$ cat config.mk
export PLATFORM = sky130hd
export DESIGN_NAME = least_squares_slope
export DESIGN_NICKNAME = d
export VERILOG_FILES = /design/src/hdl/lss_pkg.sv /design/src/hdl/lss_accum.sv /design/src/hdl/least_squares_slope.sv
export SDC_FILE = /design/constraint.sdc
export NUM_CORES = 2
export LEC_CHECK = 0
export BUFFER_PORTS_ARGS = -buffer_cell sky130_fd_sc_hd__buf_2
export CAP_MARGIN = 10
export CORE_MARGIN = 1
export CORE_UTILIZATION = 35
export CTS_CLUSTER_SIZE = 12
export DETAILED_ROUTE_END_ITERATION = 12
export GPL_TIMING_DRIVEN = 0
export SLEW_MARGIN = 20
export SYNTH_ARGS = -nofsm -noshare
export SYNTH_HDL_FRONTEND = slang
export SYNTH_HIERARCHICAL = 1
export SYNTH_SLANG_ARGS = --single-unit
$ cat constraint.sdc
create_clock -name clk_i -period 20.7 [get_ports clk_i]
set_input_delay 4.14 -clock clk_i [delete_from_list [all_inputs] [get_ports clk_i]]
set_output_delay 4.14 -clock clk_i [all_outputs]
set_load 0.005 [all_outputs]
$ cat src/hdl/lss_pkg.sv
// lss_pkg: shared constants and sequencer state type for the least-squares slope block
// no dependencies
`default_nettype none

package lss_pkg;

  // point coordinate width, signed q12.4
  localparam int XY_W = 16;
  // slope width and its fraction bits, signed q16.16
  localparam int SLOPE_W = 32;
  localparam int FRAC_W = 16;
  // quotient bits kept below saturation
  localparam int QUOT_W = SLOPE_W - 1;
  // integer quotient bits that fit the slope range
  localparam int SAT_SH = QUOT_W - FRAC_W;

  localparam int MAX_POINTS_DEF = 1024;

  typedef enum logic [2:0] {
    ST_ACC,
    ST_DRAIN,
    ST_LOAD,
    ST_MAC,
    ST_MAG,
    ST_CHK,
    ST_DIV,
    ST_DONE
  } lss_state_e;

endpackage

`default_nettype wire

$ cat src/hdl/lss_accum.sv
// lss_accum: point counter and running sums of x, y, x*x and x*y
// depends on lss_pkg; one registered multiplier stage ahead of the sum adders
`default_nettype none

module lss_accum
  import lss_pkg::*;
#(
  parameter int MaxPoints = MAX_POINTS_DEF,
  localparam int CntW = $clog2(MaxPoints + 1),
  localparam int SxW = XY_W + CntW,
  localparam int SxxW = 2 * XY_W - 1 + CntW
) (
  input  logic                   clk_i,
  input  logic                   rst_ni,
  input  logic                   take_i,
  input  logic                   clr_i,
  input  logic signed [XY_W-1:0] x_i,
  input  logic signed [XY_W-1:0] y_i,
  output logic [CntW-1:0]        count_o,
  output logic signed [SxW-1:0]  sum_x_o,
  output logic signed [SxW-1:0]  sum_y_o,
  output logic signed [SxxW-1:0] sum_xx_o,
  output logic signed [SxxW-1:0] sum_xy_o,
  output logic                   dropped_o
);

  localparam int ProdW = 2 * XY_W;

  logic [CntW-1:0]         count_q, count_d;
  logic                    dropped_q, dropped_d;
  logic                    add_ok;
  logic                    pv_q;
  logic signed [XY_W-1:0]  px_q, py_q;
  logic signed [ProdW-1:0] pxx_q, pxy_q, pxx_d, pxy_d;
  logic signed [SxW-1:0]   sum_x_q, sum_y_q;
  logic signed [SxxW-1:0]  sum_xx_q, sum_xy_q;

  assign add_ok = count_q < CntW'(MaxPoints);
  assign pxx_d  = ProdW'(x_i) * ProdW'(x_i);
  assign pxy_d  = ProdW'(x_i) * ProdW'(y_i);

  always_comb begin
    count_d   = count_q;
    dropped_d = dropped_q;
    if (clr_i) begin
      count_d   = '0;
      dropped_d = 1'b0;
    end else if (take_i) begin
      if (add_ok) begin
        count_d = count_q + CntW'(1);
      end else begin
        dropped_d = 1'b1;
      end
    end
  end

  always_ff @(posedge clk_i or negedge rst_ni) begin
    if (!rst_ni) begin
      count_q   <= '0;
      dropped_q <= 1'b0;
      pv_q      <= 1'b0;
      sum_x_q   <= '0;
      sum_y_q   <= '0;
      sum_xx_q  <= '0;
      sum_xy_q  <= '0;
    end else begin
      count_q   <= count_d;
      dropped_q <= dropped_d;
      pv_q      <= take_i && add_ok && !clr_i;
      if (clr_i) begin
        sum_x_q  <= '0;
        sum_y_q  <= '0;
        sum_xx_q <= '0;
        sum_xy_q <= '0;
      end else if (pv_q) begin
        sum_x_q  <= sum_x_q + SxW'(px_q);
        sum_y_q  <= sum_y_q + SxW'(py_q);
        sum_xx_q <= sum_xx_q + SxxW'(pxx_q);
        sum_xy_q <= sum_xy_q + SxxW'(pxy_q);
      end
    end
  end

  // product stage, no reset needed
  always_ff @(posedge clk_i) begin
    px_q  <= x_i;
    py_q  <= y_i;
    pxx_q <= pxx_d;
    pxy_q <= pxy_d;
  end

  assign count_o   = count_q;
  assign sum_x_o   = sum_x_q;
  assign sum_y_o   = sum_y_q;
  assign sum_xx_o  = sum_xx_q;
  assign sum_xy_o  = sum_xy_q;
  assign dropped_o = dropped_q;

endmodule

`default_nettype wire

$ cat src/hdl/least_squares_slope.sv
// least_squares_slope: least-squares slope of a point set in signed q16.16
// depends on lss_pkg and lss_accum
//
// Usage: points enter on the input channel (x_value_i, y_value_i, last_point_i
// with in_valid_i / in_ready_o), one word per cycle while a set accumulates.
// Up to MaxPoints points are summed; later points of the set are dropped and
// reported through overflowed_o. The word with last_point_i set closes the set
// and in_ready_o drops until its result enters the output register.
// The time from the last point to the result word is set by one shared
// add/subtract unit: four shift-add products of SxW steps each, with
// SxW = 16 + clog2(MaxPoints+1), then a 31-step restoring division; a
// degenerate or saturated set skips the division and finishes sooner.
// The result word (slope_o, degenerate_o, overflowed_o, point_count_o) sits in
// an output register with out_valid_o / out_ready_i. While the receiver stalls
// it is held; the next result waits for it, but points of the next set are
// taken as soon as the sums have been cleared.
// Reset empties the sums, the point count and the output register.
`default_nettype none

module least_squares_slope
  import lss_pkg::*;
#(
  parameter int MaxPoints = MAX_POINTS_DEF,
  localparam int CntW = $clog2(MaxPoints + 1)
) (
  input  logic                      clk_i,
  input  logic                      rst_ni,
  input  logic                      in_valid_i,
  output logic                      in_ready_o,
  input  logic signed [XY_W-1:0]    x_value_i,
  input  logic signed [XY_W-1:0]    y_value_i,
  input  logic                      last_point_i,
  output logic                      out_valid_o,
  input  logic                      out_ready_i,
  output logic signed [SLOPE_W-1:0] slope_o,
  output logic                      degenerate_o,
  output logic                      overflowed_o,
  output logic [CntW-1:0]           point_count_o
);

  localparam int SxW = XY_W + CntW;
  localparam int SxxW = 2 * XY_W - 1 + CntW;
  localparam int NumW = 2 * CntW + 2 * XY_W;
  localparam int MrW = SxW;
  localparam int StepW = ($clog2(MrW) > $clog2(QUOT_W)) ? $clog2(MrW) : $clog2(QUOT_W);

  lss_state_e state_q, state_d;

  logic                   in_fire, out_fire;
  logic                   clr;
  logic [CntW-1:0]        acc_count;
  logic signed [SxW-1:0]  sum_x, sum_y;
  logic signed [SxxW-1:0] sum_xx, sum_xy;
  logic                   dropped;

  logic [1:0]             prod_q, prod_d;
  logic [StepW-1:0]       step_q, step_d;
  logic [NumW-1:0]        acc_q, acc_d;
  logic [NumW-1:0]        mcand_q, mcand_d;
  logic [MrW-1:0]         mr_q, mr_d;
  logic [NumW-1:0]        num_q, num_d;
  logic [NumW-1:0]        rem_q, rem_d;
  logic [QUOT_W-1:0]      lo_q, lo_d;
  logic [QUOT_W-1:0]      quot_q, quot_d;
  logic                   neg_q, neg_d;
  logic                   sat_q, sat_d;
  logic                   degen_q, degen_d;
  logic                   out_valid_q, out_valid_d;
  logic [SLOPE_W-1:0]     slope_q, slope_d;
  logic                   degen_out_q, ovf_out_q;
  logic [CntW-1:0]        cnt_out_q;

  // shared add/subtract unit
  logic [NumW:0]          alu_a, alu_b, alu_sum;
  logic                   alu_sub;
  logic [NumW-1:0]        mag;
  logic                   mac_last, div_last, den_bad;

  assign in_fire  = in_valid_i && in_ready_o;
  assign out_fire = out_valid_q && out_ready_i;
  assign clr      = (state_q == ST_DONE) && (!out_valid_q || out_ready_i);
  assign mac_last = step_q == StepW'(MrW - 1);
  assign div_last = step_q == StepW'(QUOT_W - 1);
  // den lives in acc after the fourth product
  assign den_bad  = (acc_q == '0) || acc_q[NumW-1];
  assign mag      = alu_sum[NumW-1:0];

  lss_accum #(
    .MaxPoints(MaxPoints)
  ) u_accum (
    .clk_i    (clk_i),
    .rst_ni   (rst_ni),
    .take_i   (in_fire),
    .clr_i    (clr),
    .x_i      (x_value_i),
    .y_i      (y_value_i),
    .count_o  (acc_count),
    .sum_x_o  (sum_x),
    .sum_y_o  (sum_y),
    .sum_xx_o (sum_xx),
    .sum_xy_o (sum_xy),
    .dropped_o(dropped)
  );

  assign alu_sum = alu_sub ? (alu_a - alu_b) : (alu_a + alu_b);

  // next state
  always_comb begin
    state_d = state_q;
    unique case (state_q)
      ST_ACC:   if (in_fire && last_point_i) state_d = ST_DRAIN;
      ST_DRAIN: state_d = ST_LOAD;
      ST_LOAD:  state_d = ST_MAC;
      ST_MAC: begin
        if (mac_last) state_d = (prod_q == 2'd3) ? ST_MAG : ST_LOAD;
      end
      ST_MAG:   state_d = den_bad ? ST_DONE : ST_CHK;
      ST_CHK:   state_d = alu_sum[NumW] ? ST_DIV : ST_DONE;
      ST_DIV:   if (div_last) state_d = ST_DONE;
      ST_DONE:  if (clr) state_d = ST_ACC;
      default:  state_d = ST_ACC;
    endcase
  end

  // datapath and outputs
  always_comb begin
    alu_a       = '0;
    alu_b       = '0;
    alu_sub     = 1'b0;
    prod_d      = prod_q;
    step_d      = step_q;
    acc_d       = acc_q;
    mcand_d     = mcand_q;
    mr_d        = mr_q;
    num_d       = num_q;
    rem_d       = rem_q;
    lo_d        = lo_q;
    quot_d      = quot_q;
    neg_d       = neg_q;
    sat_d       = sat_q;
    degen_d     = degen_q;
    slope_d     = slope_q;
    out_valid_d = out_fire ? 1'b0 : out_valid_q;
    in_ready_o  = state_q == ST_ACC;

    unique case (state_q)
      ST_ACC:   prod_d = 2'd0;
      ST_DRAIN: prod_d = 2'd0;
      ST_LOAD: begin
        step_d = '0;
        unique case (prod_q)
          2'd0: begin
            acc_d   = '0;
            mcand_d = NumW'(sum_xy);
            mr_d    = MrW'(acc_count);
          end
          2'd1: begin
            mcand_d = NumW'(sum_x);
            mr_d    = MrW'(sum_y);
          end
          2'd2: begin
            num_d   = acc_q;
            acc_d   = '0;
            mcand_d = NumW'(sum_xx);
            mr_d    = MrW'(acc_count);
          end
          default: begin
            mcand_d = NumW'(sum_x);
            mr_d    = MrW'(sum_x);
          end
        endcase
      end
      ST_MAC: begin
        // shift-add; top multiplier bit weighs negative, odd products subtract
        alu_a   = {acc_q[NumW-1], acc_q};
        alu_b   = mr_q[0] ? {mcand_q[NumW-1], mcand_q} : '0;
        alu_sub = prod_q[0] ^ mac_last;
        acc_d   = alu_sum[NumW-1:0];
        mcand_d = mcand_q << 1;
        mr_d    = {mr_q[MrW-1], mr_q[MrW-1:1]};
        step_d  = step_q + StepW'(1);
        if (mac_last) prod_d = prod_q + 2'd1;
      end
      ST_MAG: begin
        alu_b   = {num_q[NumW-1], num_q};
        alu_sub = num_q[NumW-1];
        neg_d   = num_q[NumW-1];
        degen_d = den_bad;
        sat_d   = 1'b0;
        rem_d   = mag >> SAT_SH;
        lo_d    = {mag[SAT_SH-1:0], FRAC_W'(0)};
      end
      ST_CHK: begin
        // integer part too large for the slope range
        alu_a   = {1'b0, rem_q};
        alu_b   = {1'b0, acc_q};
        alu_sub = 1'b1;
        sat_d   = !alu_sum[NumW];
        quot_d  = '0;
        step_d  = '0;
      end
      ST_DIV: begin
        alu_a   = {rem_q, lo_q[QUOT_W-1]};
        alu_b   = {1'b0, acc_q};
        alu_sub = 1'b1;
        rem_d   = alu_sum[NumW] ? alu_a[NumW-1:0] : alu_sum[NumW-1:0];
        lo_d    = lo_q << 1;
        quot_d  = {quot_q[QUOT_W-2:0], !alu_sum[NumW]};
        step_d  = step_q + StepW'(1);
      end
      ST_DONE: begin
        if (clr) begin
          out_valid_d = 1'b1;
          if (degen_q) begin
            slope_d = '0;
          end else if (sat_q) begin
            slope_d = neg_q ? {1'b1, {(SLOPE_W-1){1'b0}}} : {1'b0, {(SLOPE_W-1){1'b1}}};
          end else if (neg_q) begin
            slope_d = SLOPE_W'(0) - {1'b0, quot_q};
          end else begin
            slope_d = {1'b0, quot_q};
          end
        end
      end
      default: begin
        step_d = '0;
      end
    endcase
  end

  always_ff @(posedge clk_i or negedge rst_ni) begin
    if (!rst_ni) begin
      state_q     <= ST_ACC;
      prod_q      <= 2'd0;
      step_q      <= '0;
      out_valid_q <= 1'b0;
    end else begin
      state_q     <= state_d;
      prod_q      <= prod_d;
      step_q      <= step_d;
      out_valid_q <= out_valid_d;
    end
  end

  always_ff @(posedge clk_i) begin
    acc_q   <= acc_d;
    mcand_q <= mcand_d;
    mr_q    <= mr_d;
    num_q   <= num_d;
    rem_q   <= rem_d;
    lo_q    <= lo_d;
    quot_q  <= quot_d;
    neg_q   <= neg_d;
    sat_q   <= sat_d;
    degen_q <= degen_d;
    slope_q <= slope_d;
    if (clr) begin
      degen_out_q <= degen_q;
      ovf_out_q   <= dropped;
      cnt_out_q   <= acc_count;
    end
  end

  assign out_valid_o   = out_valid_q;
  assign slope_o       = slope_q;
  assign degenerate_o  = degen_out_q;
  assign overflowed_o  = ovf_out_q;
  assign point_count_o = cnt_out_q;

`ifndef SYNTHESIS
  a_last_blocks: assert property (@(posedge clk_i) disable iff (!rst_ni)
    (in_fire && last_point_i) |=> !in_ready_o)
    else $error("input taken after a closing point");

  a_degen_zero: assert property (@(posedge clk_i) disable iff (!rst_ni)
    (out_valid_o && degenerate_o) |-> (slope_o == '0))
    else $error("degenerate word with nonzero slope");

  a_count_cap: assert property (@(posedge clk_i) disable iff (!rst_ni)
    acc_count <= CntW'(MaxPoints))
    else $error("point count beyond capacity");

  a_div_clean: assert property (@(posedge clk_i) disable iff (!rst_ni)
    (state_q == ST_DIV) |-> (!sat_q && !degen_q))
    else $error("division started on saturated or degenerate set");
`endif

endmodule

`default_nettype wire
==> impl_metrics.csv <==
group,metric,value,unit
timing,period_minus_slack,11820,ps
synthesis,ys_types,106,
timing,worst_pin_slew,1140,ps
die,die_h,397,um
critical_path,critical-path-slowest-cell,"fa_1",
synthesis,synthAdderAreaFrac,26.7,%
die,die_w,397,um
global_routing,grt_pass1_wl,266000,um
clock_tree,post_cts_buffers,0,
run_status,outcome,"completed",
synthesis,ys_seq_area_share,29.3,%
global_routing,antenna_found_initial,14,
critical_path,slowest_delay,940,ps
synthesis,synth_xor_area_share,5.10,%
synthesis,synth_top_family_by_area,"adder cells",
final_layout,layout.nets,6814,
placement,dpl.hpwl,140000,um
critical_path,cp-start-kind,"input pin",
placement,routabilityCongestion,0.962,
critical_path,crit_arrival,12280,ps
clock_tree,clk-insertion-delay-late,650,ps
clock_tree,numCtsBuffers,69,
timing,layout_worst_path_cycle_share,57.1,%
die,start_util,35.4,%
final_layout,drive_gt1_share,5.05,%
route,ant_nets,0,
synthesis,yosys.area_share.simple,14.1,%
critical_path,crit_fanout,10,
global_routing,grt_pass1_vias,43800,
critical_path,cp_cell_sequence,"buf_2 > clkbuf_1 > buf_1 > nand2_1 > inv_1 > fa_1 > fa_1 > fa_1 > fa_1 > fa_1 > inv_1 > fa_1 > inv_1 > ha_1 > and3_1 > nand2_1 > nor3_1 > o21ai_0 > a211oi_1 > a211o_1 > a21oi_1 > xnor2_1",
timing,rsz0062_at_grt,"no",
route,top_layer,"met5",
critical_path,crit_family,"adder cells",
clock_tree,ctsHoldBuffers,0,
route,num_vias,43500,
hold_path,min-delay-start,"u_accum/dropped_o",
route,wl_met2,81600,um
global_routing,grt.total_usage,22.0,%
die,io_pins,84,
route,dr_wl_met3,11900,um
die,dieArea,0.158,sq mm
synthesis,synth_area,0.0547,sq mm
clock_tree,cts_tree,"done",
timing,slew_headroom,23.9,%
final_layout,final_common_cell,"inv_1",
synthesis,synthMuxAreaShare,2.46,%
route,drtIter0Drc,3939,
critical_path,critPathCaptureType,"flop",
global_routing,overflow,0,
route,drc_errors,0,
route,vias_per_cell,5.43,
timing,slew_violations,0,
synthesis,synth_edf_count,337,
route,firstDrtPassIters,7,
critical_path,crit_path_start,"x_value_i[15]",
die,core-area,0.155,sq mm
clock_tree,cts_buffer_depth,3,
global_routing,grt_max_degree,84,
critical_path,reg2reg_from,"state_q[1]",
clock_tree,htreeDepth,3,
final_layout,syn_to_final_growth,9.90,%
synthesis,async_flop_share,27.3,%
synthesis,yosys_most_used_dff,"edfxtp_1",
flow_run,maxCapViolations,0,
synthesis,ys_ff_latch,593,
synthesis,ys.warnings.count,6,
timing,final-hold-violation-count,0,
clock_tree,ctsResizeCount,0,
synthesis,syn-instance-count,5749,
clock_tree,path_clk_slew,60,ps
synthesis,syn_area_per_cell,9.52,sq um
timing,fin_setup_tns,0,ps
timing,finalSetupViolCount,0,
synthesis,synth_compound_area_share,15.6,%
critical_path,cp_common_cell,"fa_1",
hold_path,hold_path.class,"flop to flop",
route,wl_per_cell,21.9,um
timing,clock.fmax,84.6,MHz
route,wirelength_met1,74300,um
clock_tree,cts.sinks,593,
synthesis,syn_nets,6652,
clock_tree,cts_root_buf,"clkbuf_16",
critical_path,critPathKind,"input pin to flop",
die,core.rowCount,144,
final_layout,layout_common_cells,"inv_1 (669), nand2_1 (522), fa_1 (500)",
placement,port_buffers,83,
critical_path,crit_required,21160,ps
route,routed_wl,175000,um
timing,final.setup_skew,31.1,ps
critical_path,critPathBufInv,6,
==> cell families (layout without fill, tap and decap cells) <==
kind of cell / Yosys count / in the layout
and+or+nand+nor: 1632 / 1632
AOI/OAI and AO/OA: 1261 / 1261
buffers and inverters: 943 / 1160
adders and majority gates: 869 / 869
DFF: 593 / 593
xor gates and xnor gates: 317 / 317
muxes: 134 / 134
other: 0 / 2
==> Yosys cell counts (10+ instances only) <==
cell / number / area [sq um]
nor3_1: 55 / 275
o41ai_1: 11 / 96.3
nand3b_1: 21 / 158
buf_2: 20 / 100
a41oi_1: 12 / 105
a31o_2: 15 / 131
o211ai_1: 14 / 105
buf_1: 23 / 86.3
nor4_1: 16 / 100
o21ai_1: 10 / 50.1
nand3_1: 72 / 360
dfrtp_1: 162 / 4050
o21ai_0: 242 / 1210
nand2_1: 522 / 1960
clkbuf_1: 214 / 803
xnor2_1: 202 / 1770
and2_1: 238 / 1490
nand2b_1: 42 / 263
a21oi_1: 259 / 1300
nor2_1: 470 / 1760
inv_1: 670 / 2510
a21boi_0: 12 / 90.1
and3_1: 35 / 219
o21a_1: 36 / 270
a22oi_1: 103 / 773
a211oi_1: 42 / 315
ha_1: 366 / 4580
or3_1: 32 / 200
dfxtp_1: 94 / 1880
a211o_1: 12 / 105
a22o_1: 113 / 990
a21o_1: 112 / 841
o31ai_1: 29 / 218
o21bai_1: 33 / 248
xor2_1: 113 / 990
fa_1: 500 / 10000
nand4_1: 26 / 163
mux2i_1: 130 / 1300
or2_0: 12 / 75.1
edfxtp_1: 337 / 10100
a31oi_1: 90 / 563
nor2b_1: 39 / 244
==> registers in the layout, indices dropped and copies added, names as in the netlist, 2 cells and up <==
signal,count
point_count_o,11
u_accum/pxy_q,32
step_q,5
acc_q,54
u_accum/sum_y_o,27
quot_q,31
u_accum/px_q,15
prod_q,2
u_accum/pxx_q,31
slope_o,32
u_accum/count_o,11
num_q,54
mr_q,27
u_accum/sum_x_o,27
lo_q,15
u_accum/sum_xx_o,42
u_accum/sum_xy_o,42
mcand_q,54
rem_q,54
u_accum/py_q,16
state_q,3
==> through the flow <==
step | hold slack (ps) | worst slack (ps) | cell area (sq um) | cells | utilization (%)
global placement | 437 | 8310 | 57700 | 7876 | 37.3
detailed placement | 438 | 8300 | 57900 | 7884 | 37.5
CTS | 477 | 8960 | 60100 | 8010 | 38.9
global route | 486 | 8560 | 60100 | 8010 | 38.9
finish | 483 | 8880 | 60100 | 8012 | 38.9
floorplan | 426 | 10560 | 54700 | 5749 | -
==> area by class of cell <==
| class | instances | area, sq um |
|---|---|---|
| antenna | 2 | 5.00 |
| buffer | 272 | 1140 |
| clock buffer | 88 | 1850 |
| clock inverter | 38 | 328 |
| fill | 15500 | 94500 |
| inverter | 671 | 2520 |
| multi-input combinational | 4213 | 35000 |
| sequential | 593 | 16100 |
| tap | 2044 | 2560 |
| timing repair buffer | 91 | 623 |
==> layer usage <==
metal	global-route usage (%)	up-vias
li1	-	20000
met1	28.8	21500
met2	36.5	1627
met3	2.79	350
met4	8.95	4
met5	0	-
==> final timing paths <==
path                                  endpoint  slack [ps]  cells after the start
max                          u_accum/pxy_q[31]        8880                     22
min                               overflowed_o         480                      0
max reg2reg                          rem_q[50]       11720                     26
min reg2reg                       overflowed_o         480                      0
max in group asynchronous  u_accum/sum_x_o[26]       16380                      2
min in group asynchronous  u_accum/sum_xy_o[8]        3470                      1
Power is left out: the tool's default activity adds up to more than one toggle a clock period on the data nets, which glitch-free logic cannot reach.
